File: src/card_id_access_table_defines.svh
// ----------------------------------------------------------------------------
// Card ID access table assertion macros
// Concurrent assertion wrappers used by the top-level card table module.
// ----------------------------------------------------------------------------
`ifndef CARD_ID_ACCESS_TABLE_DEFINES_SVH
`define CARD_ID_ACCESS_TABLE_DEFINES_SVH

`ifndef SYNTHESIS
// Same-cycle implication, sampled on i_clk and suspended during reset.
`define CIDA_ASSERT_IMPL(label, ante, cons) \
    label: assert property (@(posedge i_clk) disable iff (!i_rst_n) (ante) |-> (cons)) \
        else $error("card table assertion failed");
// Next-cycle implication, sampled on i_clk and suspended during reset.
`define CIDA_ASSERT_NEXT(label, ante, cons) \
    label: assert property (@(posedge i_clk) disable iff (!i_rst_n) (ante) |=> (cons)) \
        else $error("card table assertion failed");
`else
`define CIDA_ASSERT_IMPL(label, ante, cons)
`define CIDA_ASSERT_NEXT(label, ante, cons)
`endif

`endif

File: src/cida_pkg.sv
// ----------------------------------------------------------------------------
// Card ID access table package
// Widths, codes, state type and controller/datapath command/status structs.
// ----------------------------------------------------------------------------
package cida_pkg;

    localparam int UID_W          = 40;
    localparam int OP_W           = 2;
    localparam int CODE_W         = 3;
    localparam int SLOT_W         = 5;
    localparam int SLOT_COUNT_DEF = 20;

    localparam logic [UID_W-1:0] ADMIN_RESET = 40'h13_5F54_2D35;
    localparam logic [UID_W-1:0] EMPTY_UID   = {UID_W{1'b1}};

    typedef enum logic [OP_W-1:0] {
        OP_CHECK  = 2'd0,
        OP_ADD    = 2'd1,
        OP_DELETE = 2'd2
    } t_op;

    typedef enum logic [CODE_W-1:0] {
        RC_GRANTED   = 3'd0,
        RC_ADMIN     = 3'd1,
        RC_DENIED    = 3'd2,
        RC_ADDED     = 3'd3,
        RC_DUPLICATE = 3'd4,
        RC_FULL      = 3'd5,
        RC_DELETED   = 3'd6,
        RC_EMPTY     = 3'd7
    } t_result;

    typedef enum logic [1:0] {
        ST_IDLE,
        ST_SCAN,
        ST_DRAIN,
        ST_COMMIT
    } t_state;

    // Commands from the controller to the datapath.
    typedef struct packed {
        logic load;    // capture the incoming transaction and restart the scan
        logic rd_en;   // read the slot at the scan address and advance it
        logic commit;  // update the table and load the result register
    } t_ctl_cmd;

    // Status from the datapath to the controller.
    typedef struct packed {
        logic addr_last;  // the scan address points at the final slot
    } t_ctl_sts;

endpackage

File: src/cida_if.sv
// ----------------------------------------------------------------------------
// Card ID access table channel interfaces
// Valid/ready channels for requests and for results.
// ----------------------------------------------------------------------------
interface cida_in_if import cida_pkg::*; ();
    logic              valid;
    logic              ready;
    logic [OP_W-1:0]   opcode;
    logic [UID_W-1:0]  card_uid;

    modport source (output valid, output opcode, output card_uid, input ready);
    modport sink   (input valid, input opcode, input card_uid, output ready);
endinterface

interface cida_out_if import cida_pkg::*; ();
    logic              valid;
    logic              ready;
    logic [CODE_W-1:0] result_code;
    logic [SLOT_W-1:0] slot_number;

    modport source (output valid, output result_code, output slot_number, input ready);
    modport sink   (input valid, input result_code, input slot_number, output ready);
endinterface

File: src/cida_ctrl.sv
// ----------------------------------------------------------------------------
// Card ID access table controller
// Sequences capture, slot scan, pipeline drain and commit of one transaction.
// ----------------------------------------------------------------------------
module cida_ctrl import cida_pkg::*; (
    input  logic     i_clk,
    input  logic     i_rst_n,
    input  logic     i_in_valid,
    output logic     o_in_ready,
    input  logic     i_out_ready,
    output logic     o_out_valid,
    input  t_ctl_sts i_sts,
    output t_ctl_cmd o_cmd
);

    t_state r_state;
    t_state n_state;
    logic   r_out_valid;
    logic   n_out_valid;
    logic   w_out_free;

    // The result register can take a new result when empty or being drained.
    assign w_out_free = !r_out_valid || i_out_ready;

    always_comb begin
        n_state = r_state;
        unique case (r_state)
            ST_IDLE: begin
                if (i_in_valid) begin
                    n_state = ST_SCAN;
                end
            end
            ST_SCAN: begin
                if (i_sts.addr_last) begin
                    n_state = ST_DRAIN;
                end
            end
            ST_DRAIN: begin
                n_state = ST_COMMIT;
            end
            ST_COMMIT: begin
                if (w_out_free) begin
                    n_state = ST_IDLE;
                end
            end
            default: begin
                n_state = ST_IDLE;
            end
        endcase
    end

    always_comb begin
        o_in_ready   = 1'b0;
        o_cmd.load   = 1'b0;
        o_cmd.rd_en  = 1'b0;
        o_cmd.commit = 1'b0;
        unique case (r_state)
            ST_IDLE: begin
                o_in_ready = 1'b1;
                o_cmd.load = i_in_valid;
            end
            ST_SCAN: begin
                o_cmd.rd_en = 1'b1;
            end
            ST_DRAIN: begin
            end
            ST_COMMIT: begin
                o_cmd.commit = w_out_free;
            end
            default: begin
            end
        endcase
    end

    always_comb begin
        if (o_cmd.commit) begin
            n_out_valid = 1'b1;
        end else if (i_out_ready) begin
            n_out_valid = 1'b0;
        end else begin
            n_out_valid = r_out_valid;
        end
    end

    always_ff @(posedge i_clk) begin
        if (!i_rst_n) begin
            r_state     <= ST_IDLE;
            r_out_valid <= 1'b0;
        end else begin
            r_state     <= n_state;
            r_out_valid <= n_out_valid;
        end
    end

    assign o_out_valid = r_out_valid;

endmodule

File: src/cida_datapath.sv
// ----------------------------------------------------------------------------
// Card ID access table datapath
// Slot memory, scan pipeline, match flags, decision logic and result register.
// ----------------------------------------------------------------------------
module cida_datapath import cida_pkg::*; #(
    parameter int SLOT_COUNT = SLOT_COUNT_DEF
) (
    input  logic              i_clk,
    input  logic              i_rst_n,
    input  logic              i_cfg_wr_en,
    input  logic [UID_W-1:0]  i_cfg_wr_data,
    input  logic [OP_W-1:0]   i_opcode,
    input  logic [UID_W-1:0]  i_card_uid,
    input  t_ctl_cmd          i_cmd,
    output t_ctl_sts          o_sts,
    output logic [CODE_W-1:0] o_result_code,
    output logic [SLOT_W-1:0] o_slot_number
);

    localparam int AW = (SLOT_COUNT > 1) ? $clog2(SLOT_COUNT) : 1;

    // Slot storage; an entry without its valid bit reads as empty.
    logic [UID_W-1:0]      r_mem [SLOT_COUNT];
    logic [SLOT_COUNT-1:0] r_valid;

    logic [UID_W-1:0]  r_admin;
    logic [OP_W-1:0]   r_op;
    logic [UID_W-1:0]  r_uid;

    logic [AW-1:0]     r_addr;
    logic              r_rd_pend;
    logic [AW-1:0]     r_rd_idx;
    logic [UID_W-1:0]  r_rd_data;
    logic              r_rd_vld;

    logic              r_hit_found;
    logic [AW-1:0]     r_hit_idx;
    logic              r_emp_found;
    logic [AW-1:0]     r_emp_idx;
    logic              r_any_used;

    logic [CODE_W-1:0] r_code;
    logic [SLOT_W-1:0] r_slot;

    logic [UID_W-1:0]  w_entry;
    logic              w_match;
    logic              w_empty;
    logic [AW:0]       w_hit_num;
    logic [AW:0]       w_emp_num;
    t_result           w_code;
    logic [SLOT_W-1:0] w_slot;
    logic              w_do_add;
    logic              w_do_del;

    assign o_sts.addr_last = (r_addr == AW'(SLOT_COUNT - 1));

    always_ff @(posedge i_clk) begin
        if (!i_rst_n) begin
            r_admin <= ADMIN_RESET;
        end else if (i_cfg_wr_en) begin
            r_admin <= i_cfg_wr_data;
        end
    end

    always_ff @(posedge i_clk) begin
        if (i_cmd.load) begin
            r_op  <= i_opcode;
            r_uid <= i_card_uid;
        end
    end

    // Scan address and read-pending flag for the registered slot read.
    always_ff @(posedge i_clk) begin
        if (!i_rst_n) begin
            r_addr    <= '0;
            r_rd_pend <= 1'b0;
        end else begin
            r_rd_pend <= i_cmd.rd_en;
            if (i_cmd.load) begin
                r_addr <= '0;
            end else if (i_cmd.rd_en && !o_sts.addr_last) begin
                r_addr <= r_addr + AW'(1);
            end
        end
    end

    always_ff @(posedge i_clk) begin
        if (i_cmd.rd_en) begin
            r_rd_data <= r_mem[r_addr];
            r_rd_vld  <= r_valid[r_addr];
            r_rd_idx  <= r_addr;
        end
    end

    assign w_entry = r_rd_vld ? r_rd_data : EMPTY_UID;
    assign w_match = (w_entry == r_uid);
    assign w_empty = (w_entry == EMPTY_UID);

    // First-match, first-empty and occupancy flags gathered during the scan.
    always_ff @(posedge i_clk) begin
        if (!i_rst_n || i_cmd.load) begin
            r_hit_found <= 1'b0;
            r_hit_idx   <= '0;
            r_emp_found <= 1'b0;
            r_emp_idx   <= '0;
            r_any_used  <= 1'b0;
        end else if (r_rd_pend) begin
            if (w_match && !r_hit_found) begin
                r_hit_found <= 1'b1;
                r_hit_idx   <= r_rd_idx;
            end
            if (w_empty && !r_emp_found) begin
                r_emp_found <= 1'b1;
                r_emp_idx   <= r_rd_idx;
            end
            if (!w_empty) begin
                r_any_used <= 1'b1;
            end
        end
    end

    assign w_hit_num = {1'b0, r_hit_idx} + (AW+1)'(1);
    assign w_emp_num = {1'b0, r_emp_idx} + (AW+1)'(1);

    always_comb begin
        w_code   = RC_DENIED;
        w_slot   = '0;
        w_do_add = 1'b0;
        w_do_del = 1'b0;
        unique case (r_op)
            OP_CHECK: begin
                if (r_uid == r_admin) begin
                    w_code = RC_ADMIN;
                end else if (r_hit_found) begin
                    w_code = RC_GRANTED;
                    w_slot = SLOT_W'(w_hit_num);
                end
            end
            OP_ADD: begin
                if (r_hit_found) begin
                    w_code = RC_DUPLICATE;
                    w_slot = SLOT_W'(w_hit_num);
                end else if (r_emp_found) begin
                    w_code   = RC_ADDED;
                    w_slot   = SLOT_W'(w_emp_num);
                    w_do_add = 1'b1;
                end else begin
                    w_code = RC_FULL;
                end
            end
            OP_DELETE: begin
                if (!r_any_used) begin
                    w_code = RC_EMPTY;
                end else if (r_hit_found) begin
                    w_code   = RC_DELETED;
                    w_slot   = SLOT_W'(w_hit_num);
                    w_do_del = 1'b1;
                end
            end
            default: begin
                w_code = RC_DENIED;
            end
        endcase
    end

    always_ff @(posedge i_clk) begin
        if (i_cmd.commit && w_do_add) begin
            r_mem[r_emp_idx] <= r_uid;
        end
    end

    always_ff @(posedge i_clk) begin
        if (!i_rst_n) begin
            r_valid <= '0;
        end else if (i_cmd.commit) begin
            if (w_do_add) begin
                r_valid[r_emp_idx] <= 1'b1;
            end
            if (w_do_del) begin
                r_valid[r_hit_idx] <= 1'b0;
            end
        end
    end

    always_ff @(posedge i_clk) begin
        if (i_cmd.commit) begin
            r_code <= w_code;
            r_slot <= w_slot;
        end
    end

    assign o_result_code = r_code;
    assign o_slot_number = r_slot;

endmodule

File: src/card_id_access_table.sv
// ----------------------------------------------------------------------------
// Card ID access table
// Door controller table of card IDs with check, add and delete operations.
// ----------------------------------------------------------------------------
// Usage: each request transaction on i_in carries an opcode (check, add,
// delete) and a 40-bit card ID, and produces exactly one result transaction
// on o_out with a result code and a one-based slot number.
// The admin card ID is written through i_cfg_wr_en and i_cfg_wr_data; the
// user must write it only while the block is idle, which the block itself
// does not enforce; it then takes effect on the next request. Each request
// is served by a scan that reads one slot per cycle from the slot memory:
// the request is captured, every slot is read, the registered read is
// drained, and the result is loaded into the output register. A new request
// can be taken from the cycle after the result is loaded onward.
// The result sits in an output register; a stalled receiver holds it there
// while the block still accepts and scans the next request, and only the
// commit of that next request waits for the register to drain.
// Reset empties every slot at once through per-slot valid bits, restores
// the default admin ID and drops any pending result.
// ----------------------------------------------------------------------------
`include "card_id_access_table_defines.svh"

module card_id_access_table import cida_pkg::*; #(
    parameter int SLOT_COUNT = SLOT_COUNT_DEF
) (
    input  logic             i_clk,
    input  logic             i_rst_n,
    input  logic             i_cfg_wr_en,
    input  logic [UID_W-1:0] i_cfg_wr_data,
    cida_in_if.sink          i_in,
    cida_out_if.source       o_out
);

    // Command and status between the controller and the datapath.
    t_ctl_cmd w_cmd;
    t_ctl_sts w_sts;

    // The controller owns the handshakes and the phase of the transaction.
    cida_ctrl u_ctrl (
        .i_clk       (i_clk),
        .i_rst_n     (i_rst_n),
        .i_in_valid  (i_in.valid),
        .o_in_ready  (i_in.ready),
        .i_out_ready (o_out.ready),
        .o_out_valid (o_out.valid),
        .i_sts       (w_sts),
        .o_cmd       (w_cmd)
    );

    // The datapath holds the slots, the admin ID and the result register.
    cida_datapath #(
        .SLOT_COUNT (SLOT_COUNT)
    ) u_datapath (
        .i_clk         (i_clk),
        .i_rst_n       (i_rst_n),
        .i_cfg_wr_en   (i_cfg_wr_en),
        .i_cfg_wr_data (i_cfg_wr_data),
        .i_opcode      (i_in.opcode),
        .i_card_uid    (i_in.card_uid),
        .i_cmd         (w_cmd),
        .o_sts         (w_sts),
        .o_result_code (o_out.result_code),
        .o_slot_number (o_out.slot_number)
    );

    // Once a request is taken, the block is busy scanning in the next cycle.
    `CIDA_ASSERT_NEXT(a_busy_after_accept, i_in.valid && i_in.ready, !i_in.ready)
    // A commit always leaves a result waiting on the output channel.
    `CIDA_ASSERT_NEXT(a_commit_gives_result, w_cmd.commit, o_out.valid)
    // Capture, scan read and commit never overlap.
    `CIDA_ASSERT_IMPL(a_cmd_exclusive, 1'b1, $onehot0({w_cmd.load, w_cmd.rd_en, w_cmd.commit}))
    // A commit never overwrites a result the receiver has not taken.
    `CIDA_ASSERT_IMPL(a_no_overwrite, w_cmd.commit, !o_out.valid || o_out.ready)

endmodule

File: src/flat_wrapper.sv
// flat-port wrapper written by rule: the top's interface ports become plain ports
module card_id_access_table_flat import cida_pkg::*;
#(
    parameter int SLOT_COUNT = SLOT_COUNT_DEF
)
  (i_clk, i_rst_n, i_cfg_wr_en, i_cfg_wr_data, i_in_valid, i_in_opcode, i_in_card_uid, i_in_ready, o_out_valid, o_out_result_code, o_out_slot_number, o_out_ready);
  cida_in_if i_in_i ();
  cida_out_if o_out_i ();
  input  logic i_clk;
  input  logic i_rst_n;
  input  logic i_cfg_wr_en;
  input  logic [UID_W-1:0] i_cfg_wr_data;
  input wire logic [$bits(i_in_i.valid)-1:0] i_in_valid;
  input wire logic [$bits(i_in_i.opcode)-1:0] i_in_opcode;
  input wire logic [$bits(i_in_i.card_uid)-1:0] i_in_card_uid;
  output wire logic [$bits(i_in_i.ready)-1:0] i_in_ready;
  output wire logic [$bits(o_out_i.valid)-1:0] o_out_valid;
  output wire logic [$bits(o_out_i.result_code)-1:0] o_out_result_code;
  output wire logic [$bits(o_out_i.slot_number)-1:0] o_out_slot_number;
  input wire logic [$bits(o_out_i.ready)-1:0] o_out_ready;
  assign i_in_i.valid = i_in_valid;
  assign i_in_i.opcode = i_in_opcode;
  assign i_in_i.card_uid = i_in_card_uid;
  assign i_in_ready = i_in_i.ready;
  assign o_out_valid = o_out_i.valid;
  assign o_out_result_code = o_out_i.result_code;
  assign o_out_slot_number = o_out_i.slot_number;
  assign o_out_i.ready = o_out_ready;
  card_id_access_table #(.SLOT_COUNT(SLOT_COUNT)) u_core (.i_clk(i_clk), .i_rst_n(i_rst_n), .i_cfg_wr_en(i_cfg_wr_en), .i_cfg_wr_data(i_cfg_wr_data), .i_in(i_in_i), .o_out(o_out_i));
endmodule
File: config.mk
export PLATFORM = sky130hd
export DESIGN_NAME = card_id_access_table_flat
export DESIGN_NICKNAME = d
export VERILOG_FILES = /design/src/cida_pkg.sv /design/src/cida_if.sv /design/src/cida_ctrl.sv /design/src/cida_datapath.sv /design/src/card_id_access_table.sv /design/src/flat_wrapper.sv
export VERILOG_INCLUDE_DIRS = /design/src /design/src/src
export SDC_FILE = /design/constraint.sdc
export NUM_CORES = 1
export LEC_CHECK = 0
export BUFFER_PORTS_ARGS = -buffer_cell sky130_fd_sc_hd__buf_2
export CAP_MARGIN = 20
export CORE_ASPECT_RATIO = 1.25
export CORE_UTILIZATION = 25
export CTS_BUF_LIST = sky130_fd_sc_hd__clkbuf_4
export CTS_CLUSTER_SIZE = 24
export DETAILED_ROUTE_END_ITERATION = 8
export GPL_TIMING_DRIVEN = 0
export MAX_ROUTING_LAYER = met4
export PLACE_DENSITY = 0.52
export SYNTH_ARGS = -nofsm -noshare
export SYNTH_HDL_FRONTEND = slang
export SYNTH_SLANG_ARGS = --single-unit
export TNS_END_PERCENT = 5
File: constraint.sdc
create_clock -name i_clk -period 3.8 [get_ports i_clk]
set_input_delay 0.19 -clock i_clk [delete_from_list [all_inputs] [get_ports i_clk]]
set_output_delay 0.19 -clock i_clk [all_outputs]
set_load 0.02 [all_outputs]
==> results.toml, run 1 <==
[floorplan]
fp.dieArea_um2 = 154000
rows = 159
die_w_um = 351
die_h_um = 439
floorplan.initialDensity_pct = 25.3
ios = 97
coreArea_um2 = 151000

[synth]
yosys-top-cells-area = "edfxtp_1, mux4_2, dfxtp_1"
synthCells = 1815
yosysSeqAreaShare_pct = 74.9
yosysWarnings = 0
synth_seq_cells = 978
syn-num-nets = 1915
yosys.area.top_type = "edfxtp_1"
async_flop_share_pct = 0
synth.avg_cell_area_um2 = 21.0
synthFlopType = "edfxtp_1"
syn-cell-area_um2 = 38100
yosys.area.top_type_share_pct = 70.6
synthDistinctLibCells = 53
synth-edff-count = 896

[worst_setup_path]
start_kind = "flop"
critical-path-top-delay-family = "buffers and inverters"
crit_required_ns = 4.67
cp_num_buf_inv = 3
max_stage_delay_ns = 0.89
critical_path_class = "flop to flop"
crit_path_top_delay_cell = "clkbuf_1"
endpoint_kind = "flop"
regToRegSetupSlack_ns = 0.07
crit_chain = "buf_2, clkbuf_1, clkbuf_1, mux4_2, mux4_2, mux2_2"
crit_fanout = 10
worstPathArrival_ns = 4.60

[route]
first_pass_iters = 7
via_count = 20928
ant_nets = 0
vias_per_cell = 4.53
routed_wl_mm = 109
first_iter_violations = 1777
wl_per_cell_um = 23.6
drc_errors = 0

[grt]
grt_pass1_vias = 22480
grt_pass1_wl_mm = 157
grt_max_degree = 30
overflow = 0
grt_usage_pct = 14.7
antenna_found_initial = 6

[placement]
dp_cells = 3957
dpl_cell_area_um2 = 42000
dpl.hpwl_mm = 70.4
place_congestion = 0.895
numPortBuffers = 94

[clock_network]
clk_latency_ns = 1.13
clock-sinks = 978
cts_buffer_depth = 3
cts-buffers-inserted = 222
cts_htree_levels = 4
root_buffer = "clkbuf_4"
path_clk_slew_ns = 0.07
tritoncts = "built"
post_cts_resized = 0

[timing]
period_share_pct = 98.1
tightest_slew_ns = 1.19
drv_slew = 0
hold_viol = 0
slew_headroom_pct = 20.8
fmax_mhz = 268
setup_viol = 0
min_period_ns = 3.73
hold-worst-slack_ns = 0.234
skew_ns = 0.0637
rsz0062_at_grt = "false"

[power_and_ir_drop]
p_leak_nw = 15.1
power_density_nw_per_um2 = 540
power.total_mw = 25.6
ir_worst_vdd_mv = 0.406

[run]
drv_cap = 0

[layout]
nets = 2524
area_growth_pct = 24.6
final_layout_size_suffix_gt1_share_pct = 32.7
fillCellCount = 14754
design_area_um2 = 47500
instances_no_fill = 4620

[worst_hold_path]
hp-class = "primary input to flop"

[status]
outcome = "finished clean"
[worst register-to-register path, cell delays in order (launching register included)]
cell and delay, ns:
dfxtp_1 0.36, buf_2 0.35, clkbuf_1 0.58, clkbuf_1 0.89
mux4_2 0.45, mux4_2 0.55, mux2_2 0.31
[cells in the final DEF, fill, tap and decap left out, types with 17 or more instances in the layout]
cell / netlist / final
buf_12: 0 / 30
buf_2: 21 / 116
clkbuf_1: 47 / 47
clkbuf_4: 0 / 330
clkinv_1: 0 / 50
dfxtp_1: 82 / 82
dlygate4sd3_1: 0 / 252
edfxtp_1: 896 / 896
inv_1: 33 / 33
mux2_2: 41 / 41
mux2i_1: 47 / 47
mux4_2: 246 / 246
nand2_1: 49 / 49
nand3_1: 17 / 17
nor2_1: 45 / 25
nor2_4: 0 / 20
nor2b_1: 39 / 39
o221a_2: 20 / 20
xor2_1: 49 / 49
[cell usage after synthesis (9+ instances only)]
cell      number
ha_1          13
o221a_2       20
clkbuf_1      47
xor2_1        49
nand3_1       17
nor2b_1       39
mux2i_1       47
nand2_1       49
o22ai_1       12
edfxtp_1     896
o21ai_0       11
nand4_1       12
mux2_2        41
xnor2_1       10
nor2_1        45
nor4_1        15
a21oi_1       15
buf_2         21
inv_1         33
buf_6          9
buf_1          9
mux4_2       246
dfxtp_1       82
[worst paths after layout]
kind | startpoint | depth (start not counted) | endpoint
setup reg to reg | u_core.u_datapath.r_addr[1] | 6 | u_core.u_datapath.r_rd_data[3]
hold / removal | i_in_valid | 3 | u_core.u_datapath.r_op[1]
setup / recovery | u_core.u_datapath.r_addr[1] | 6 | u_core.u_datapath.r_rd_data[3]
hold reg to reg | u_core.u_datapath.r_addr[3] | 0 | u_core.u_datapath.r_rd_idx[3]
[sequential cells by signal (all words and copies together) (netlist names), 3 cells and up]
signal	flops
u_core.u_datapath.o_result_code	3
u_core.u_datapath.o_slot_number	5
u_core.u_datapath.r_addr	5
u_core.u_datapath.r_admin	40
u_core.u_datapath.r_emp_idx	5
u_core.u_datapath.r_hit_idx	5
u_core.u_datapath.r_mem	800
u_core.u_datapath.r_rd_data	40
u_core.u_datapath.r_rd_idx	5
u_core.u_datapath.r_uid	40
u_core.u_datapath.r_valid	20
[through the flow]
stage                TNS, ns  setup WS (ns)  utilization [%]
global route               0         0.0298             31.5
global placement    -2042.00          -2.99             27.3
CTS                        0         0.0724             31.4
detailed placement         0         0.0621             27.9
floorplan                  0          0.182                -
finish                     0         0.0711             31.5
[routing by layer]
| metal | part of all wire (%) | vias up | wire length (µm) | global-route usage [%] |
|---|---|---|---|---|
| met1 | 41 | 11062 | 44600 | 18.0 |
| met4 | 2.2 | 0 | 2370 | 4.42 |
| met3 | 5.9 | 173 | 6470 | 3.10 |
| met2 | 51 | 810 | 55500 | 24.4 |
| li1 | - | 8883 | - | - |
| met5 | 0 | - | 0 | - |
[timing repair]
item | 4_1_cts | 5_1_grt
hold endpoints to repair | 164 | 0
endpoints found under the setup margin | 0 | 1
hold buffers | 252 | 0
setup buffers | 0 | 1
[logic make-up after synthesis]
group	synth area share (%)
compound gates	1.91
xor+xnor	1.36
fa+ha+maj	0.427
buf+inv	1.42
flops	74.9
mux	17.0
simple gates	3.01
[where the power goes]
group	switching (mW)	internal (mW)
Combinational	1.82	1.75
Clock	4.11	4.30
Sequential	0.977	12.7
Total	6.91	18.7
[cell type report]
cell class / count / area [µm²] / share of cell area [%]
Buffer: 86 / 418 / 0.880
Inverter: 33 / 124 / 0.261
Sequential cell: 978 / 28500 / 60.1
Tap cell: 2012 / 2520 / 5.30
Clock buffer: 330 / 2480 / 5.22
Antenna cell: 8 / 20.0 / 0.0422
Timing Repair Buffer: 385 / 3770 / 7.95
Multi-Input combinational cell: 718 / 9180 / 19.3
Clock inverter: 70 / 418 / 0.880
Power figures use the tool's default switching activity.
==> inputs of run 2 (changes only) <==
ABC_AREA = 1   (was not set)
==> run 2 against run 1 <==
Net effect:
- total power is 11% higher
- critical path depth is 2 higher
- wire length is 25% higher
- clock power is 2.7% higher
- highest routed layer unchanged
- critical path type unchanged
- global-route usage is 2.7 points higher
==> results.toml, run 2 <==
[synth]
yosys.area.top_type_share_pct = 68.0
syn-cell-area_um2 = 39600
yosys.area.top_type = "edfxtp_1"
syn-num-nets = 3469
synthDistinctLibCells = 36
yosysSeqAreaShare_pct = 72.2
synth_common_cells = "edfxtp_1, nor2_1, nand2_1"
synthFlopType = "edfxtp_1"
synth-edff-count = 896
yosysMostFrequentCell = "edfxtp_1"
synth.avg_cell_area_um2 = 11.7
yosysWarnings = 0
synth_seq_cells = 978
async_flop_share_pct = 0
synthCells = 3369
yosys-top-cells-area = "edfxtp_1, o21ai_0, nor2_1"

[grt]
grt_max_degree = 49
grt_pass1_vias = 29181
overflow = 0
grt_usage_pct = 17.5
antenna_found_initial = 5
grt_pass1_wl_mm = 197

[worst_setup_path]
crit_required_ns = 4.75
worstPathArrival_ns = 4.26
crit_path_top_delay_cell = "clkbuf_1"
max_stage_delay_ns = 0.73
crit_chain = "buf_2, inv_1, buf_4, clkbuf_1, o21ai_0, o22ai_1, a21oi_1, a31oi_1"
regToRegSetupSlack_ns = 0.49
start_kind = "flop"
endpoint_kind = "flop"
critical_path_class = "flop to flop"
rr_worst_depth = 8
crit_fanout = 10
critical-path-top-delay-family = "buffers and inverters"
r2r-end = "u_core.u_datapath.r_rd_data[6]"
cp_num_buf_inv = 4
rr_startpoint = "u_core.u_datapath.r_addr[1]"

[clock_network]
tritoncts = "built"
root_buffer = "clkbuf_4"
path_clk_slew_ns = 0.07
cts_buffer_depth = 3
clk_latency_ns = 1.23
clock-sinks = 978
cts-buffers-inserted = 232
cts_htree_levels = 4

[worst_hold_path]
min_from = "i_in_valid"
holdPathEnd = "u_core.u_datapath.r_uid[0]"
hp-class = "primary input to flop"
holdPathStages = 4

[floorplan]
die_w_um = 358
ios = 97
die_h_um = 447
coreArea_um2 = 156000
rows = 162
floorplan.initialDensity_pct = 25.3
fp.dieArea_um2 = 160000

[placement]
dpl.hpwl_mm = 95.5
numPortBuffers = 95
place_congestion = 0.919

[timing]
hold-worst-slack_ns = 0.147
tightest_slew_ns = 1.14
hold_viol = 0
skew_ns = 0.0918
rsz0062_at_grt = "false"
min_period_ns = 3.31
fin_setup_tns_ns = 0
slew_headroom_pct = 24.1
setup_viol = 0
drv_slew = 0
fmax_mhz = 302
period_share_pct = 87.2

[layout]
multi_input_area_um2 = 9770
final_layout_size_suffix_gt1_share_pct = 14.0
regArea_um2 = 28500
nets = 4079
area_growth_pct = 23.5
largest_reg_flops = 800
layout_commonest_cell = "edfxtp_1"
regMostFlops = "u_core.u_datapath.r_mem"
fillCellCount = 16104
final_cell_mix = "edfxtp_1, nor2_1, nand2_1"

[route]
via_count = 29155
drc_errors = 0
ant_nets = 0
first_iter_violations = 2519
first_pass_iters = 5
routed_wl_mm = 136
vias_per_cell = 4.69
wl_per_cell_um = 21.9

[status]
outcome = "finished clean"

[power_and_ir_drop]
power_density_nw_per_um2 = 583
ir_worst_vdd_mv = 0.223
p_leak_nw = 17.1
seqPwrFrac_pct = 47.2
switching_share_pct = 34.1
p_sw_mw = 9.72
internal_power_mw = 18.8
p_clk_share_pct = 30.3
pwr-share-comb_pct = 22.5

[run]
drv_cap = 0
## run 2: how the worst max path moves through the flow
stage,from,to,slack (ns),depth (start not counted)
2_1_floorplan,u_core.u_datapath.r_op[1],u_core.u_datapath.r_valid[0],0.58,9
3_3_place_gp,u_core.u_datapath.r_op[1],u_core.u_datapath.r_valid[4],-2.36,9
3_5_place_dp,u_core.u_datapath.r_addr[1],u_core.u_datapath.r_rd_data[20],0.54,7
4_1_cts,u_core.u_datapath.r_addr[1],u_core.u_datapath.r_rd_data[20],0.55,7
5_1_grt,u_core.u_datapath.r_addr[1],u_core.u_datapath.r_rd_data[5],0.37,8
6_report,u_core.u_datapath.r_addr[1],u_core.u_datapath.r_rd_data[6],0.49,8
## run 2: final cells by class
type                            count  share of cell area, %
Sequential cell                   978                   58.4
Multi-Input combinational cell   2056                   20.0
Timing Repair Buffer              376                   7.32
Tap cell                         2050                   5.25
Clock buffer                      332                   5.10
Buffer                            190                   1.76
Inverter                          145                   1.12
Clock inverter                     78                  0.960
Antenna cell                       11                 0.0563
## run 2: timing repair
action / in CTS / in global routing
gates resized for setup: 0 / 0
buffers inserted: 0 / 0
endpoints found under the setup margin: 0 / 0
hold endpoints to repair: 163 / 0
hold buffers: 250 / 0
## run 2: worst register-to-register path, delay by kind of cell (launching register included)
| kind | cells | cell delay, ns |
|---|---|---|
| buffers and inverters | 4 | 1.87 |
| AO/OA/AOI/OAI | 4 | 0.88 |
| flip-flops | 1 | 0.32 |
## run 2: per-stage QoR
step | std cells | setup WS, ns | area (µm²) | total power, mW | util (%)
floorplan | 3369 | 0.575 | 39600 | 16.9 | -
global placement | 5514 | -2.36 | 42600 | 19.8 | 27.2
detailed placement | 5545 | 0.541 | 43400 | 19.9 | 27.7
CTS | 6205 | 0.555 | 48800 | 28.7 | 31.2
global route | 6216 | 0.375 | 48900 | 29.8 | 31.2
finish | 6216 | 0.487 | 48900 | 28.5 | 31.2
## run 2: cells by family (layout without fill, tap and decap cells)
logic type      count (synthesis)  after routing  share of synthesized area, %
simple gates                 1212           1212                          12.1
flops                         978            978                          72.2
compound gates                788            788                          10.8
buf+inv                       335           1121                          3.55
xor+xnor                       43             43                         0.971
fa+ha+maj                      13             13                         0.411
other cells                     0             11                             0
## run 2: power groups by stage
| stage | registers (mW) | clock network, mW | logic (mW) |
|---|---|---|---|
| 2_1_floorplan | 13.3 | 0 | 3.64 |
| 3_3_place_gp | 13.7 | 0 | 6.11 |
| 4_1_cts | 13.4 | 8.85 | 6.43 |
| 6_report | 13.4 | 8.64 | 6.42 |
| 3_5_place_dp | 13.7 | 0 | 6.20 |
| 5_1_grt | 13.5 | 9.31 | 6.96 |
## run 2: metal layers
layer	up-vias	routed length (µm)	GRT usage, %
li1	13429	-	-
met1	14442	54400	20.0
met2	1014	69800	30.2
met3	270	7430	3.03
met4	0	4830	6.74
met5	-	0	-
==> inputs of run 3 (changes only) <==
SYNTH_HIERARCHICAL = 1   (was not set)
==> run 3 against run 2 <==
Net effect:
- via count is 0.85% higher
- design area is 0.42% higher
- sequential power hardly changed
- sequential share of layout area is 0.24 points lower
- critical endpoint is now u_core/u_datapath/r_rd_data[31]
==> results.toml, run 3 <==
[status]
outcome = "finished clean"

[route]
routed_wl_mm = 137
wl_per_cell_um = 22.0
via_count = 29404
first_pass_iters = 6
drc_errors = 0
first_iter_violations = 2590
vias_per_cell = 4.71
ant_nets = 0

[synth]
synth_common_cells = "edfxtp_1, nor2_1, o21ai_0"
async_flop_share_pct = 0
synth.avg_cell_area_um2 = 11.7
synthCells = 3389
yosysMostFrequentCell = "edfxtp_1"
synthFlopType = "edfxtp_1"
syn-num-nets = 3489
yosys-top-cells-area = "edfxtp_1, nor2_1, o21ai_0"
yosysSeqAreaShare_pct = 72.1
synth-edff-count = 896
yosysWarnings = 6
synthDistinctLibCells = 36
yosys.area.top_type_share_pct = 67.9
yosys.area.top_type = "edfxtp_1"
synth_seq_cells = 978
syn-cell-area_um2 = 39600

[layout]
layout_commonest_cell = "edfxtp_1"
final_util_pct = 31.3
regMostFlops = "u_core/u_datapath/r_mem"
final_layout_size_suffix_gt1_share_pct = 13.6
final_cell_mix = "edfxtp_1, nor2_1, o21ai_0"
fillCellCount = 15798
largest_reg_flops = 800
area_growth_pct = 23.9
instances_no_fill = 6239
nets = 4103

[power_and_ir_drop]
power.total_mw = 28.6
power_density_nw_per_um2 = 583
ir_worst_vdd_mv = 0.321
p_leak_nw = 17.1

[placement]
place_congestion = 0.888
pre_cts_ws_ns = 0.150
numPortBuffers = 96
dp_cells = 5570
dpl.hpwl_mm = 92.9

[clock_network]
clock-sinks = 978
root_buffer = "clkbuf_4"
tritoncts = "built"
clk_latency_ns = 1.21
cts_htree_levels = 4
post_cts_buffers = 0
cts-buffers-inserted = 223
cts_buffer_depth = 3
path_clk_slew_ns = 0.07

[worst_setup_path]
start_kind = "flop"
crit_chain = "buf_2, inv_1, buf_4, clkbuf_1, o21ai_0, o22ai_1, nand2_1, nand2_1, a21oi_1, a31oi_1"
crit_required_ns = 4.64
cp_num_buf_inv = 4
critical-path-top-delay-family = "buffers and inverters"
crit_path_top_delay_cell = "clkbuf_1"
max_stage_delay_ns = 0.64
crit_fanout = 10
worstPathArrival_ns = 4.50
path_common_cell = "nand2_1"
critical_path_class = "flop to flop"
endpoint_kind = "flop"

[grt]
grt_max_degree = 31
antenna_found_initial = 7
grt_pass1_vias = 29673
overflow = 0
grt_usage_pct = 17.5
met3_usage_pct = 3.01
grt_pass1_wl_mm = 196
met2_usage_pct = 30.7
grt_util_met1_pct = 18.1
top_usage_layer = "met2"

[timing]
drv_slew = 0
setup_viol = 0
hold_viol = 0
tightest_slew_ns = 1.20
setup_ws_ns = 0.133
skew_ns = 0.100
min_period_ns = 3.67
rsz0062_at_grt = "false"
slew_headroom_pct = 20.1
period_share_pct = 96.5
fmax_mhz = 273

[floorplan]
rows = 162
fp.dieArea_um2 = 160000
ios = 97
die_h_um = 447
coreArea_um2 = 157000
floorplan.initialDensity_pct = 25.3
die_w_um = 358

[worst_hold_path]
hp-class = "primary input to flop"

[run]
drv_cap = 0
## run 3: changes by cell type after synthesis, sizes merged, moves of 5 or more
| cell | before | now |
|---|---|---|
| nor3 | 11 | 16 |
| a31oi | 52 | 39 |
| inv | 145 | 155 |
| a211oi | 1 | 17 |
| buf | 62 | 43 |
| nor2 | 609 | 631 |
| nand2 | 473 | 455 |
| clkbuf | 128 | 148 |
## run 3: cells by family (layout without fill, tap and decap cells)
family | Yosys count | in the layout | synth area share (%)
other | 0 | 15 | 0
and+or+nand+nor | 1222 | 1222 | 12.2
DFF | 978 | 978 | 72.1
buffers and inverters | 350 | 1135 | 3.56
AOI/OAI and AO/OA | 788 | 788 | 10.9
adders and majority gates | 13 | 13 | 0.411
xor gates and xnor gates | 38 | 38 | 0.840
## run 3: worst reg2reg max path: stages (launching register included)
cell	delay (ns)
dfxtp_1	0.39
buf_2	0.31
inv_1	0.48
buf_4	0.36
clkbuf_1	0.66
o21ai_0	0.20
o22ai_1	0.19
nand2_1	0.07
nand2_1	0.13
a21oi_1	0.11
a31oi_1	0.50
## run 3: report_power, final
group	internal [mW]	switching [mW]	total [mW]
Sequential	12.7	0.848	13.5
Combinational	2.00	4.80	6.81
Clock	4.09	4.21	8.30
## run 3: final cells by class
| cell class | instances | area (µm²) | area share (%) |
|---|---|---|---|
| diodes | 15 | 37.5 | 0.0765 |
| plain buffers | 191 | 812 | 1.66 |
| clock buffers | 334 | 2510 | 5.11 |
| clock inverters | 62 | 334 | 0.681 |
| inverters | 159 | 599 | 1.22 |
| multi-input cells | 2061 | 9800 | 20.0 |
| flip-flops and latches | 978 | 28500 | 58.2 |
| well taps | 2050 | 2560 | 5.23 |
| repair buffers | 389 | 3860 | 7.86 |
## run 3: final timing paths
path	slack, ns	end	start	cells past startpoint
worst max register to register	0.13	u_core/u_datapath/r_rd_data[31]	u_core/u_datapath/r_addr[1]	10
worst min register to register	0.46	u_core/u_datapath/r_rd_idx[4]	u_core/u_datapath/r_addr[4]	0
worst max-delay path	0.13	u_core/u_datapath/r_rd_data[31]	u_core/u_datapath/r_addr[1]	10
worst min-delay path	0.15	u_core/u_datapath/r_op[0]	i_in_valid	4
## run 3: repair_timing
item | in CTS | in global routing
hold buffers | 255 | 0
endpoints found under the hold margin | 155 | 0
resized for setup | 0 | 0
endpoints found under the setup margin | 0 | 0
## run 3: through the flow
stage	setup TNS, ns	hold slack, ns	area, µm²
finish	0	0.150	49100
global placement	-1472.03	0.366	42600
CTS	0	0.0154	48900
detailed placement	0	0.368	43500
floorplan	0	0.289	39600
global route	0	0.0286	49000
## run 3: layer usage
metal,vias up,wire length [µm]
met1,14388,49800
li1,13493,-
met5,-,0
met2,1172,71300
met4,0,8550
met3,351,7520
